`config.mk`:
```
export PLATFORM = sky130hd
export DESIGN_NAME = velocity_sign_oscillation_guard_unit_flat
export DESIGN_NICKNAME = d
export VERILOG_FILES = /design/src/sv/vsog_pkg.sv /design/src/sv/vsog_if.sv /design/src/sv/velocity_sign_oscillation_guard_unit.sv /design/src/flat_wrapper.sv
export SDC_FILE = /design/constraint.sdc
export NUM_CORES = 2
export LEC_CHECK = 0
export CORE_ASPECT_RATIO = 0.5
export CORE_MARGIN = 2
export CORE_UTILIZATION = 60
export CTS_BUF_LIST = sky130_fd_sc_hd__clkbuf_4
export DETAILED_ROUTE_END_ITERATION = 10
export DONT_BUFFER_PORTS = 1
export PLACE_DENSITY = 0.85
export SYNTH_ARGS = -nofsm -noshare
export SYNTH_HDL_FRONTEND = slang
export SYNTH_SLANG_ARGS = --single-unit
```
`constraint.sdc`:
```
create_clock -name clk -period 15.1 [get_ports clk]
set_input_delay 0.755 -clock clk [delete_from_list [all_inputs] [get_ports clk]]
set_output_delay 0.755 -clock clk [all_outputs]
set_load 0.1 [all_outputs]
```
`src/sv/vsog_pkg.sv`:
```
`timescale 1ns / 1ps

package vsog_pkg;

  localparam int unsigned AXES      = 3;
  localparam int unsigned VEL_W     = 16;
  localparam int unsigned POS_W     = 24;
  localparam int unsigned HEAD_W    = 16;
  localparam int unsigned TIME_W    = 32;
  localparam int unsigned MASK_W    = 2 * AXES;
  localparam int unsigned CFG_IDX_W = 3;
  localparam int unsigned CFG_DAT_W = 32;

  // register indexes
  localparam logic [CFG_IDX_W-1:0] CFG_FWD_THR   = 3'd0;
  localparam logic [CFG_IDX_W-1:0] CFG_RST_DIST  = 3'd1;
  localparam logic [CFG_IDX_W-1:0] CFG_RST_ANGLE = 3'd2;
  localparam logic [CFG_IDX_W-1:0] CFG_RST_TIME  = 3'd3;

  // reset values
  localparam logic signed [15:0] FWD_THR_RST   = 16'sd205;
  localparam logic        [31:0] RST_DIST_SQ   = 32'd2500;
  localparam logic signed [15:0] RST_ANGLE_RST = 16'sd819;
  localparam logic signed [31:0] RST_TIME_RST  = -32'sd1;

  // per-axis sign of the last executed command
  localparam logic [1:0] SIGN_ZERO = 2'd0;
  localparam logic [1:0] SIGN_POS  = 2'd1;
  localparam logic [1:0] SIGN_NEG  = 2'd2;

  localparam logic CMD_EXEC  = 1'b0;
  localparam logic CMD_SCORE = 1'b1;

endpackage

```
`src/sv/vsog_if.sv`:
```
`timescale 1ns / 1ps

interface vsog_in_if;
  logic                                      valid;
  logic                                      ready;
  logic                                      command;
  logic signed [vsog_pkg::VEL_W-1:0]         vel_x;
  logic signed [vsog_pkg::VEL_W-1:0]         vel_y;
  logic signed [vsog_pkg::VEL_W-1:0]         vel_theta;
  logic signed [vsog_pkg::POS_W-1:0]         pos_x;
  logic signed [vsog_pkg::POS_W-1:0]         pos_y;
  logic signed [vsog_pkg::HEAD_W-1:0]        heading;
  logic        [vsog_pkg::TIME_W-1:0]        timestamp;

  modport source (
    output valid, command, vel_x, vel_y, vel_theta, pos_x, pos_y, heading, timestamp,
    input  ready
  );
  modport sink (
    input  valid, command, vel_x, vel_y, vel_theta, pos_x, pos_y, heading, timestamp,
    output ready
  );
endinterface

interface vsog_out_if;
  logic                          valid;
  logic                          ready;
  logic                          oscillating;
  logic                          new_restriction;
  logic                          restrictions_cleared;
  logic [vsog_pkg::MASK_W-1:0]   restriction_mask;

  modport source (
    output valid, oscillating, new_restriction, restrictions_cleared, restriction_mask,
    input  ready
  );
  modport sink (
    input  valid, oscillating, new_restriction, restrictions_cleared, restriction_mask,
    output ready
  );
endinterface

```
`src/sv/velocity_sign_oscillation_guard_unit.sv`:
```
`timescale 1ns / 1ps

// channel   | dir | beat payload
// ----------+-----+-----------------------------------------------------------
// in_item   | in  | command, vel_x/y/theta, pos_x, pos_y, heading, timestamp
// out_res   | out | oscillating, new_restriction, restrictions_cleared, mask
// cfg_*     | in  | write enable, register index, 32 bit data
//
// One beat per clock while out_res is not stalled; a beat taken on in_item goes
// through the input register, then the result register, to out_res.
// The trend, anchor and clear update is done combinationally between the
// two registers, so each beat sees the state left by the one before it.
// rst_n (synchronous) clears trends, anchor and both valid flags and loads
// the register defaults. A stall on out_res holds the input register full;
// in_item is refused only while both stages hold a beat.

module velocity_sign_oscillation_guard_unit (
  input  logic                                clk,
  input  logic                                rst_n,
  vsog_in_if.sink                             in_item,
  vsog_out_if.source                          out_res,
  input  logic                                cfg_we,
  input  logic [vsog_pkg::CFG_IDX_W-1:0]      cfg_idx,
  input  logic [vsog_pkg::CFG_DAT_W-1:0]      cfg_wdata
);

  localparam int unsigned DX_W = vsog_pkg::POS_W + 1;
  localparam int unsigned SQ_W = 2 * DX_W;
  localparam int unsigned DA_W = vsog_pkg::HEAD_W + 2;

  // configuration
  logic signed [15:0] fwd_thr_r;
  logic               rd_neg_r;
  logic        [31:0] rd_sq_r;
  logic signed [15:0] rst_angle_r;
  logic signed [31:0] rst_time_r;

  always_ff @(posedge clk) begin
    if (!rst_n) begin
      fwd_thr_r   <= vsog_pkg::FWD_THR_RST;
      rd_neg_r    <= 1'b0;
      rd_sq_r     <= vsog_pkg::RST_DIST_SQ;
      rst_angle_r <= vsog_pkg::RST_ANGLE_RST;
      rst_time_r  <= vsog_pkg::RST_TIME_RST;
    end else if (cfg_we) begin
      case (cfg_idx)
        vsog_pkg::CFG_FWD_THR:   fwd_thr_r   <= cfg_wdata[15:0];
        vsog_pkg::CFG_RST_DIST: begin
          rd_neg_r <= cfg_wdata[16];
          rd_sq_r  <= 32'(cfg_wdata[15:0]) * 32'(cfg_wdata[15:0]);
        end
        vsog_pkg::CFG_RST_ANGLE: rst_angle_r <= cfg_wdata[15:0];
        vsog_pkg::CFG_RST_TIME:  rst_time_r  <= cfg_wdata;
        default: ;
      endcase
    end
  end

  // input register
  logic                                  s1_valid_r;
  logic                                  s1_cmd_r;
  logic signed [vsog_pkg::VEL_W-1:0]     s1_vel_r [vsog_pkg::AXES];
  logic signed [vsog_pkg::POS_W-1:0]     s1_px_r;
  logic signed [vsog_pkg::POS_W-1:0]     s1_py_r;
  logic signed [vsog_pkg::HEAD_W-1:0]    s1_hd_r;
  logic        [vsog_pkg::TIME_W-1:0]    s1_ts_r;

  logic out_valid_r;
  logic s1_adv_w;
  logic in_ready_w;

  assign s1_adv_w   = s1_valid_r && (!out_valid_r || out_res.ready);
  assign in_ready_w = !s1_valid_r || s1_adv_w;
  assign in_item.ready = in_ready_w;

  always_ff @(posedge clk) begin
    if (!rst_n) begin
      s1_valid_r <= 1'b0;
    end else if (in_ready_w) begin
      s1_valid_r <= in_item.valid;
    end
  end

  always_ff @(posedge clk) begin
    if (in_ready_w && in_item.valid) begin
      s1_cmd_r    <= in_item.command;
      s1_vel_r[0] <= in_item.vel_x;
      s1_vel_r[1] <= in_item.vel_y;
      s1_vel_r[2] <= in_item.vel_theta;
      s1_px_r     <= in_item.pos_x;
      s1_py_r     <= in_item.pos_y;
      s1_hd_r     <= in_item.heading;
      s1_ts_r     <= in_item.timestamp;
    end
  end

  // trend state and anchor
  logic [1:0]                         last_sign_r   [vsog_pkg::AXES];
  logic [1:0]                         last_sign_nxt [vsog_pkg::AXES];
  logic [vsog_pkg::AXES-1:0]          pos_only_r, pos_only_nxt;
  logic [vsog_pkg::AXES-1:0]          neg_only_r, neg_only_nxt;
  logic signed [vsog_pkg::POS_W-1:0]  anchor_x_r, anchor_y_r;
  logic signed [vsog_pkg::HEAD_W-1:0] anchor_hd_r;
  logic        [vsog_pkg::TIME_W-1:0] anchor_ts_r;

  // forward speed gate for side and turn tracking
  logic signed [16:0] abs_vx_w;
  logic               track_w;

  assign abs_vx_w = s1_vel_r[0][15] ? -17'(s1_vel_r[0]) : 17'(s1_vel_r[0]);
  assign track_w  = fwd_thr_r[15] || (abs_vx_w <= 17'(fwd_thr_r));

  // reset tests against the stored anchor
  logic signed [DX_W-1:0] dx_w, dy_w;
  logic signed [SQ_W-1:0] dx_sq_w, dy_sq_w;
  logic        [SQ_W:0]   d2_w;
  logic signed [DA_W-1:0] dh_w, abs_dh_w;
  logic        [31:0]     elapsed_w;
  logic                   dist_hit_w, angle_hit_w, time_hit_w, clear_due_w;

  assign dx_w      = DX_W'(s1_px_r) - DX_W'(anchor_x_r);
  assign dy_w      = DX_W'(s1_py_r) - DX_W'(anchor_y_r);
  assign dx_sq_w   = dx_w * dx_w;
  assign dy_sq_w   = dy_w * dy_w;
  assign d2_w      = (SQ_W+1)'(unsigned'(dx_sq_w)) + (SQ_W+1)'(unsigned'(dy_sq_w));
  assign dist_hit_w = !rd_neg_r && (d2_w > (SQ_W+1)'(rd_sq_r));

  assign dh_w       = DA_W'(s1_hd_r) - DA_W'(anchor_hd_r);
  assign abs_dh_w   = dh_w[DA_W-1] ? -dh_w : dh_w;
  assign angle_hit_w = !rst_angle_r[15] && (abs_dh_w > DA_W'(rst_angle_r));

  assign elapsed_w  = s1_ts_r - anchor_ts_r;
  assign time_hit_w = !rst_time_r[31] && (elapsed_w > unsigned'(rst_time_r));

  assign clear_due_w = dist_hit_w || angle_hit_w || time_hit_w;

  logic                      set_w, clr_w, osc_w;
  logic [vsog_pkg::MASK_W-1:0] mask_nxt, mask_cur;

  always_comb begin
    set_w         = 1'b0;
    clr_w         = 1'b0;
    osc_w         = 1'b0;
    last_sign_nxt = last_sign_r;
    pos_only_nxt  = pos_only_r;
    neg_only_nxt  = neg_only_r;
    mask_cur      = '0;
    for (int a = 0; a < vsog_pkg::AXES; a++) begin
      mask_cur[2*a]   = pos_only_r[a];
      mask_cur[2*a+1] = neg_only_r[a];
      if ((pos_only_r[a] && s1_vel_r[a][15]) ||
          (neg_only_r[a] && !s1_vel_r[a][15] && (s1_vel_r[a] != '0))) begin
        osc_w = 1'b1;
      end
      if ((a == 0) || track_w) begin
        if (s1_vel_r[a][15]) begin
          if (last_sign_r[a] == vsog_pkg::SIGN_POS) begin
            neg_only_nxt[a] = 1'b1;
            set_w           = 1'b1;
          end
          last_sign_nxt[a] = vsog_pkg::SIGN_NEG;
        end else if (s1_vel_r[a] != '0) begin
          if (last_sign_r[a] == vsog_pkg::SIGN_NEG) begin
            pos_only_nxt[a] = 1'b1;
            set_w           = 1'b1;
          end
          last_sign_nxt[a] = vsog_pkg::SIGN_POS;
        end
      end
    end
    // a fresh anchor sits at the current pose, so no test can pass then
    if (!set_w && ((|pos_only_nxt) || (|neg_only_nxt)) && clear_due_w) begin
      clr_w = 1'b1;
      for (int a = 0; a < vsog_pkg::AXES; a++) begin
        last_sign_nxt[a] = vsog_pkg::SIGN_ZERO;
      end
      pos_only_nxt = '0;
      neg_only_nxt = '0;
    end
    mask_nxt = '0;
    for (int a = 0; a < vsog_pkg::AXES; a++) begin
      mask_nxt[2*a]   = pos_only_nxt[a];
      mask_nxt[2*a+1] = neg_only_nxt[a];
    end
  end

  logic exec_w;
  assign exec_w = s1_adv_w && (s1_cmd_r == vsog_pkg::CMD_EXEC);

  always_ff @(posedge clk) begin
    if (!rst_n) begin
      for (int a = 0; a < vsog_pkg::AXES; a++) begin
        last_sign_r[a] <= vsog_pkg::SIGN_ZERO;
      end
      pos_only_r  <= '0;
      neg_only_r  <= '0;
      anchor_x_r  <= '0;
      anchor_y_r  <= '0;
      anchor_hd_r <= '0;
      anchor_ts_r <= '0;
    end else if (exec_w) begin
      last_sign_r <= last_sign_nxt;
      pos_only_r  <= pos_only_nxt;
      neg_only_r  <= neg_only_nxt;
      if (set_w) begin
        anchor_x_r  <= s1_px_r;
        anchor_y_r  <= s1_py_r;
        anchor_hd_r <= s1_hd_r;
        anchor_ts_r <= s1_ts_r;
      end
    end
  end

  // result register
  logic                        out_osc_r, out_new_r, out_clr_r;
  logic [vsog_pkg::MASK_W-1:0] out_mask_r;

  always_ff @(posedge clk) begin
    if (!rst_n) begin
      out_valid_r <= 1'b0;
    end else if (s1_adv_w) begin
      out_valid_r <= 1'b1;
    end else if (out_res.ready) begin
      out_valid_r <= 1'b0;
    end
  end

  always_ff @(posedge clk) begin
    if (s1_adv_w) begin
      if (s1_cmd_r == vsog_pkg::CMD_SCORE) begin
        out_osc_r  <= osc_w;
        out_new_r  <= 1'b0;
        out_clr_r  <= 1'b0;
        out_mask_r <= mask_cur;
      end else begin
        out_osc_r  <= 1'b0;
        out_new_r  <= set_w;
        out_clr_r  <= clr_w;
        out_mask_r <= mask_nxt;
      end
    end
  end

  assign out_res.valid                = out_valid_r;
  assign out_res.oscillating          = out_osc_r;
  assign out_res.new_restriction      = out_new_r;
  assign out_res.restrictions_cleared = out_clr_r;
  assign out_res.restriction_mask     = out_mask_r;

  a_clear_empties_mask: assert property (@(posedge clk) disable iff (!rst_n)
    (out_valid_r && out_clr_r) |-> (out_mask_r == '0))
    else $error("cleared result carries restrictions");

  a_clear_excludes_new: assert property (@(posedge clk) disable iff (!rst_n)
    out_valid_r |-> !(out_clr_r && out_new_r))
    else $error("new restriction and clear in one beat");

  a_osc_needs_restriction: assert property (@(posedge clk) disable iff (!rst_n)
    (out_valid_r && out_osc_r) |-> (out_mask_r != '0))
    else $error("oscillation flagged with no restriction");

  a_anchor_taken: assert property (@(posedge clk) disable iff (!rst_n)
    (exec_w && set_w) |=> (anchor_ts_r == $past(s1_ts_r) && anchor_x_r == $past(s1_px_r)))
    else $error("anchor not stored on new restriction");

endmodule
```
`src/flat_wrapper.sv`:
```
// flat-port wrapper written by rule: the top's interface ports become plain ports
module velocity_sign_oscillation_guard_unit_flat 
  (clk, rst_n, cfg_we, cfg_idx, cfg_wdata, in_item_valid, in_item_command, in_item_vel_x, in_item_vel_y, in_item_vel_theta, in_item_pos_x, in_item_pos_y, in_item_heading, in_item_timestamp, in_item_ready, out_res_valid, out_res_oscillating, out_res_new_restriction, out_res_restrictions_cleared, out_res_restriction_mask, out_res_ready);
  vsog_in_if in_item_i ();
  vsog_out_if out_res_i ();
  input  logic clk;
  input  logic rst_n;
  input  logic cfg_we;
  input  logic [vsog_pkg::CFG_IDX_W-1:0] cfg_idx;
  input  logic [vsog_pkg::CFG_DAT_W-1:0] cfg_wdata;
  input wire logic [$bits(in_item_i.valid)-1:0] in_item_valid;
  input wire logic [$bits(in_item_i.command)-1:0] in_item_command;
  input wire logic [$bits(in_item_i.vel_x)-1:0] in_item_vel_x;
  input wire logic [$bits(in_item_i.vel_y)-1:0] in_item_vel_y;
  input wire logic [$bits(in_item_i.vel_theta)-1:0] in_item_vel_theta;
  input wire logic [$bits(in_item_i.pos_x)-1:0] in_item_pos_x;
  input wire logic [$bits(in_item_i.pos_y)-1:0] in_item_pos_y;
  input wire logic [$bits(in_item_i.heading)-1:0] in_item_heading;
  input wire logic [$bits(in_item_i.timestamp)-1:0] in_item_timestamp;
  output wire logic [$bits(in_item_i.ready)-1:0] in_item_ready;
  output wire logic [$bits(out_res_i.valid)-1:0] out_res_valid;
  output wire logic [$bits(out_res_i.oscillating)-1:0] out_res_oscillating;
  output wire logic [$bits(out_res_i.new_restriction)-1:0] out_res_new_restriction;
  output wire logic [$bits(out_res_i.restrictions_cleared)-1:0] out_res_restrictions_cleared;
  output wire logic [$bits(out_res_i.restriction_mask)-1:0] out_res_restriction_mask;
  input wire logic [$bits(out_res_i.ready)-1:0] out_res_ready;
  assign in_item_i.valid = in_item_valid;
  assign in_item_i.command = in_item_command;
  assign in_item_i.vel_x = in_item_vel_x;
  assign in_item_i.vel_y = in_item_vel_y;
  assign in_item_i.vel_theta = in_item_vel_theta;
  assign in_item_i.pos_x = in_item_pos_x;
  assign in_item_i.pos_y = in_item_pos_y;
  assign in_item_i.heading = in_item_heading;
  assign in_item_i.timestamp = in_item_timestamp;
  assign in_item_ready = in_item_i.ready;
  assign out_res_valid = out_res_i.valid;
  assign out_res_oscillating = out_res_i.oscillating;
  assign out_res_new_restriction = out_res_i.new_restriction;
  assign out_res_restrictions_cleared = out_res_i.restrictions_cleared;
  assign out_res_restriction_mask = out_res_i.restriction_mask;
  assign out_res_i.ready = out_res_ready;
  velocity_sign_oscillation_guard_unit u_core (.clk(clk), .rst_n(rst_n), .in_item(in_item_i), .out_res(out_res_i), .cfg_we(cfg_we), .cfg_idx(cfg_idx), .cfg_wdata(cfg_wdata));
endmodule
```
==> flow_summary_export.csv <==
group,metric,value,unit
setup_path,arrival,14.99,ns
drt,vias,54210,
min_path,hold_end,"u_core.fwd_thr_r[2]",
cts,cts_htree_levels,3,
sta,period_share,94.50,%
cts,path_clk_slew,0.07,ns
logic_synthesis,synth-edff-count,154,
drt,drt-total-wl,186.8,mm
logic_synthesis,seq_area_frac_synth,12.48,%
setup_path,r2r_start,"u_core.s1_py_r[1]",
cts,cts_buffers,89,
drt,avgViaCountPerCell,5.778,
setup_path,path_class,"reg2reg",
global_route,grt_max_degree,203,
global_route,track_usage,32.24,%
die,dieArea,0.1197,mm2
logic_synthesis,syn_area_per_cell,9.192,um2
logic_synthesis,yosys_warnings,0,
drt,wl_per_cell,19.91,um
drt,dr.pass1.iters,6,
drt,drt_iter0_drc,4747,
global_route,grt_pass1_wl,302.4,mm
sta,finClkSkew,0.07681,ns
sta,rsz0062_at_grt,"false",
finish,drive_above_1_share,4.272,%
die,num_io_pins,196,
status,status,"finished clean",
die,coreArea,0.1156,mm2
logic_synthesis,synthesis.area,0.07007,mm2
logic_synthesis,async_flop_share,0,%
cts,cts_tree,"yes",
logic_synthesis,yosys.area.top_type,"fa_1",
flow_run,cap_viol_max_count,0,
die,start_util,60.61,%
drt,drc,0,
logic_synthesis,synth-compound-area-share,9.779,%
min_path,worst_hold_path_type,"in2reg",
logic_synthesis,synth.most_common_cell,"inv_1",
die,die_x,487.3,um
cts,numClockSinks,360,
sta,max_freq,70.08,MHz
logic_synthesis,synth_top_family_by_area,"adder cells",
drt,antenna_left,0,
min_path,hold_depth,2,
die,fp.dieH,245.7,um
cts,cts_buffer_depth,3,
sta,setup_viol,0,
min_path,hp-start,"cfg_wdata[2]",
logic_synthesis,syn_inst,7623,
cts,clk_latency,1.04,ns
logic_synthesis,ys_ff_latch,360,
setup_path,ff2ff_path_depth,50,
sta,final.setup.tns,0,ns
sta,drv_slew,0,
global_route,grt_overflow_total,0,
finish,nFillCells,8649,
setup_path,crit_path_end_kind,"register",
global_route,first_global_vias,58160,
global_route,antenna_found_initial,11,
setup_path,crit_fanout,17,
logic_synthesis,yosys-top-cells-count,"inv_1, fa_1, nand2_1",
finish,area_delta_synth_final,7.019,%
logic_synthesis,synth_cell_types,107,
sta,tightest_slew,1.168,ns
sta,finalCriticalPeriod,14.27,ns
cts,cts_root_buf,"clkbuf_4",
setup_path,reg2reg_to,"u_core.out_res.restriction_mask[5]",
setup_path,cp_common_cell,"fa_1",
place,dp_hpwl,146.4,mm
sta,maxSlewHeadroom,22.13,%
finish,nNetsFinal,9976,
logic_synthesis,yosysTopAreaCellShare,39.63,%
logic_synthesis,synth_ff_type,"dfxtp_1",
logic_synthesis,synth_simple_gate_area_share,12.13,%
setup_path,cp.required,15.82,ns
logic_synthesis,synth.area.top_cells,"fa_1, ha_1, inv_1, edfxtp_1, dfxtp_1",
setup_path,slowest_delay,0.65,ns
sta,timing.final.hold_violations,0,
setup_path,worst_path_max_delay_cell,"clkinv_1",
setup_path,r2r_slack,0.83,ns
logic_synthesis,synth-xor-area-share,3.594,%
logic_synthesis,synthMuxAreaShare,0.1089,%
logic_synthesis,synthAdderAreaFrac,50.96,%
place,gp_congestion,1.004,
setup_path,start_kind,"register",
die,row_count,88,
place,portBuffers,0,
==> metal layers <==
| layer | GRT usage, % | part of all wire (%) |
|---|---|---|
| met1 | 39.94 | 37 |
| met2 | 51.65 | 46 |
| met3 | 9.801 | 11 |
| met4 | 15.78 | 5.4 |
| met5 | 0 | 0.051 |
==> layout make-up <==
class	count	area (um2)	area share (%)
diodes	10	25.02	0.03337
clock inverters	30	207.7	0.2770
flip-flops and latches	360	8748	11.67
clock buffers	134	1006	1.341
repair buffers	274	2537	3.384
well taps	1530	1914	2.553
multi-input cells	5242	53790	71.72
inverters	1802	6766	9.023
==> sequential cells by signal, indices dropped and copies added, names as in the netlist, 3 cells and up <==
signal / flops
u_core.anchor_x_r: 24
u_core.rst_time_r: 32
u_core.s1_px_r: 24
u_core.rd_sq_r: 31
u_core.fwd_thr_r: 16
u_core.s1_vel_r: 48
u_core.anchor_ts_r: 32
u_core.s1_py_r: 24
u_core.neg_only_r: 3
u_core.anchor_hd_r: 16
u_core.s1_ts_r: 32
u_core.rst_angle_r: 16
u_core.out_res.restriction_mask: 6
u_core.last_sign_r: 6
u_core.s1_hd_r: 16
u_core.anchor_y_r: 24
u_core.pos_only_r: 3
==> logic make-up after synthesis <==
family,Yosys count
adders and majority gates,2022
xor gates and xnor gates,285
AOI/OAI and AO/OA,992
other,1
DFF,360
and+or+nand+nor,1933
muxes,7
buffers and inverters,2023
==> critical path, delay by kind of cell (launching register included) <==
family                     cells  cell delay, ns
DFF                            1            0.44
AOI/OAI and AO/OA             25            5.35
buffers and inverters          6            1.11
and+or+nand+nor                7            1.88
xor gates and xnor gates       2            0.60
adders and majority gates     10            4.56
==> stage by stage <==
stage | hold WS (ns) | area [um2] | setup WS [ns] | instances | util, %
CTS | 0.01781 | 74880 | 0.5620 | 9370 | 64.77
floorplan | 0.4351 | 70080 | 2.739 | 7624 | -
finish | 0.09521 | 74990 | 0.8310 | 9382 | 64.87
global placement | 0.4404 | 71800 | 0.9219 | 9021 | 62.10
global route | 0.06720 | 74980 | 0.01642 | 9379 | 64.86
detailed placement | 0.4448 | 71800 | 0.6589 | 9021 | 62.10
==> how the worst max path moves through the flow <==
stage                 startpoint                             endpoint  slack (ns)  cells after the start
5_1_grt        u_core.s1_px_r[0]   u_core.out_res.restriction_mask[1]        0.02                     56
3_5_place_dp   u_core.s1_px_r[0]  u_core.out_res.restrictions_cleared        0.66                     53
6_report       u_core.s1_py_r[1]   u_core.out_res.restriction_mask[5]        0.83                     50
3_3_place_gp   u_core.s1_px_r[0]  u_core.out_res.restrictions_cleared        0.92                     53
4_1_cts        u_core.s1_px_r[0]  u_core.out_res.restrictions_cleared        0.56                     59
2_1_floorplan  u_core.s1_px_r[0]  u_core.out_res.restrictions_cleared        2.74                     56
==> cells in the final DEF (no fill, tap or decap), types with 18 or more instances in the layout <==
cell type,Yosys,routed
nor4_1,21,20
xor2_1,78,76
dfxtp_1,206,206
inv_1,1772,1772
dlygate4sd3_1,0,184
nand3_1,73,73
buf_4,6,89
clkinv_1,12,27
nand4_1,43,43
inv_2,17,18
xnor2_1,204,200
a21o_1,121,121
edfxtp_1,154,154
nor2_1,547,546
a21oi_1,235,233
and3_1,39,38
nor2b_1,46,46
a21boi_0,102,101
o21ai_0,123,122
nand2_1,868,868
and2_1,105,104
nor3_1,53,53
clkbuf_4,0,134
or3_1,23,23
o21bai_1,38,38
fa_1,1387,1387
a21boi_1,29,30
nand2b_1,47,46
o21a_1,49,49
a211oi_1,37,37
o211ai_1,68,68
a31oi_1,24,24
ha_1,635,635
==> timing repair <==
item | in CTS | in global routing
hold buffers | 185 | 0
resized for setup | 0 | 14
endpoints found under the hold margin | 347 | 0
buffers inserted | 0 | 1
setup endpoints to repair | 0 | 19
Power is not shown: default switching activity piles up to over one toggle a cycle in this logic, so the estimate is an artifact.
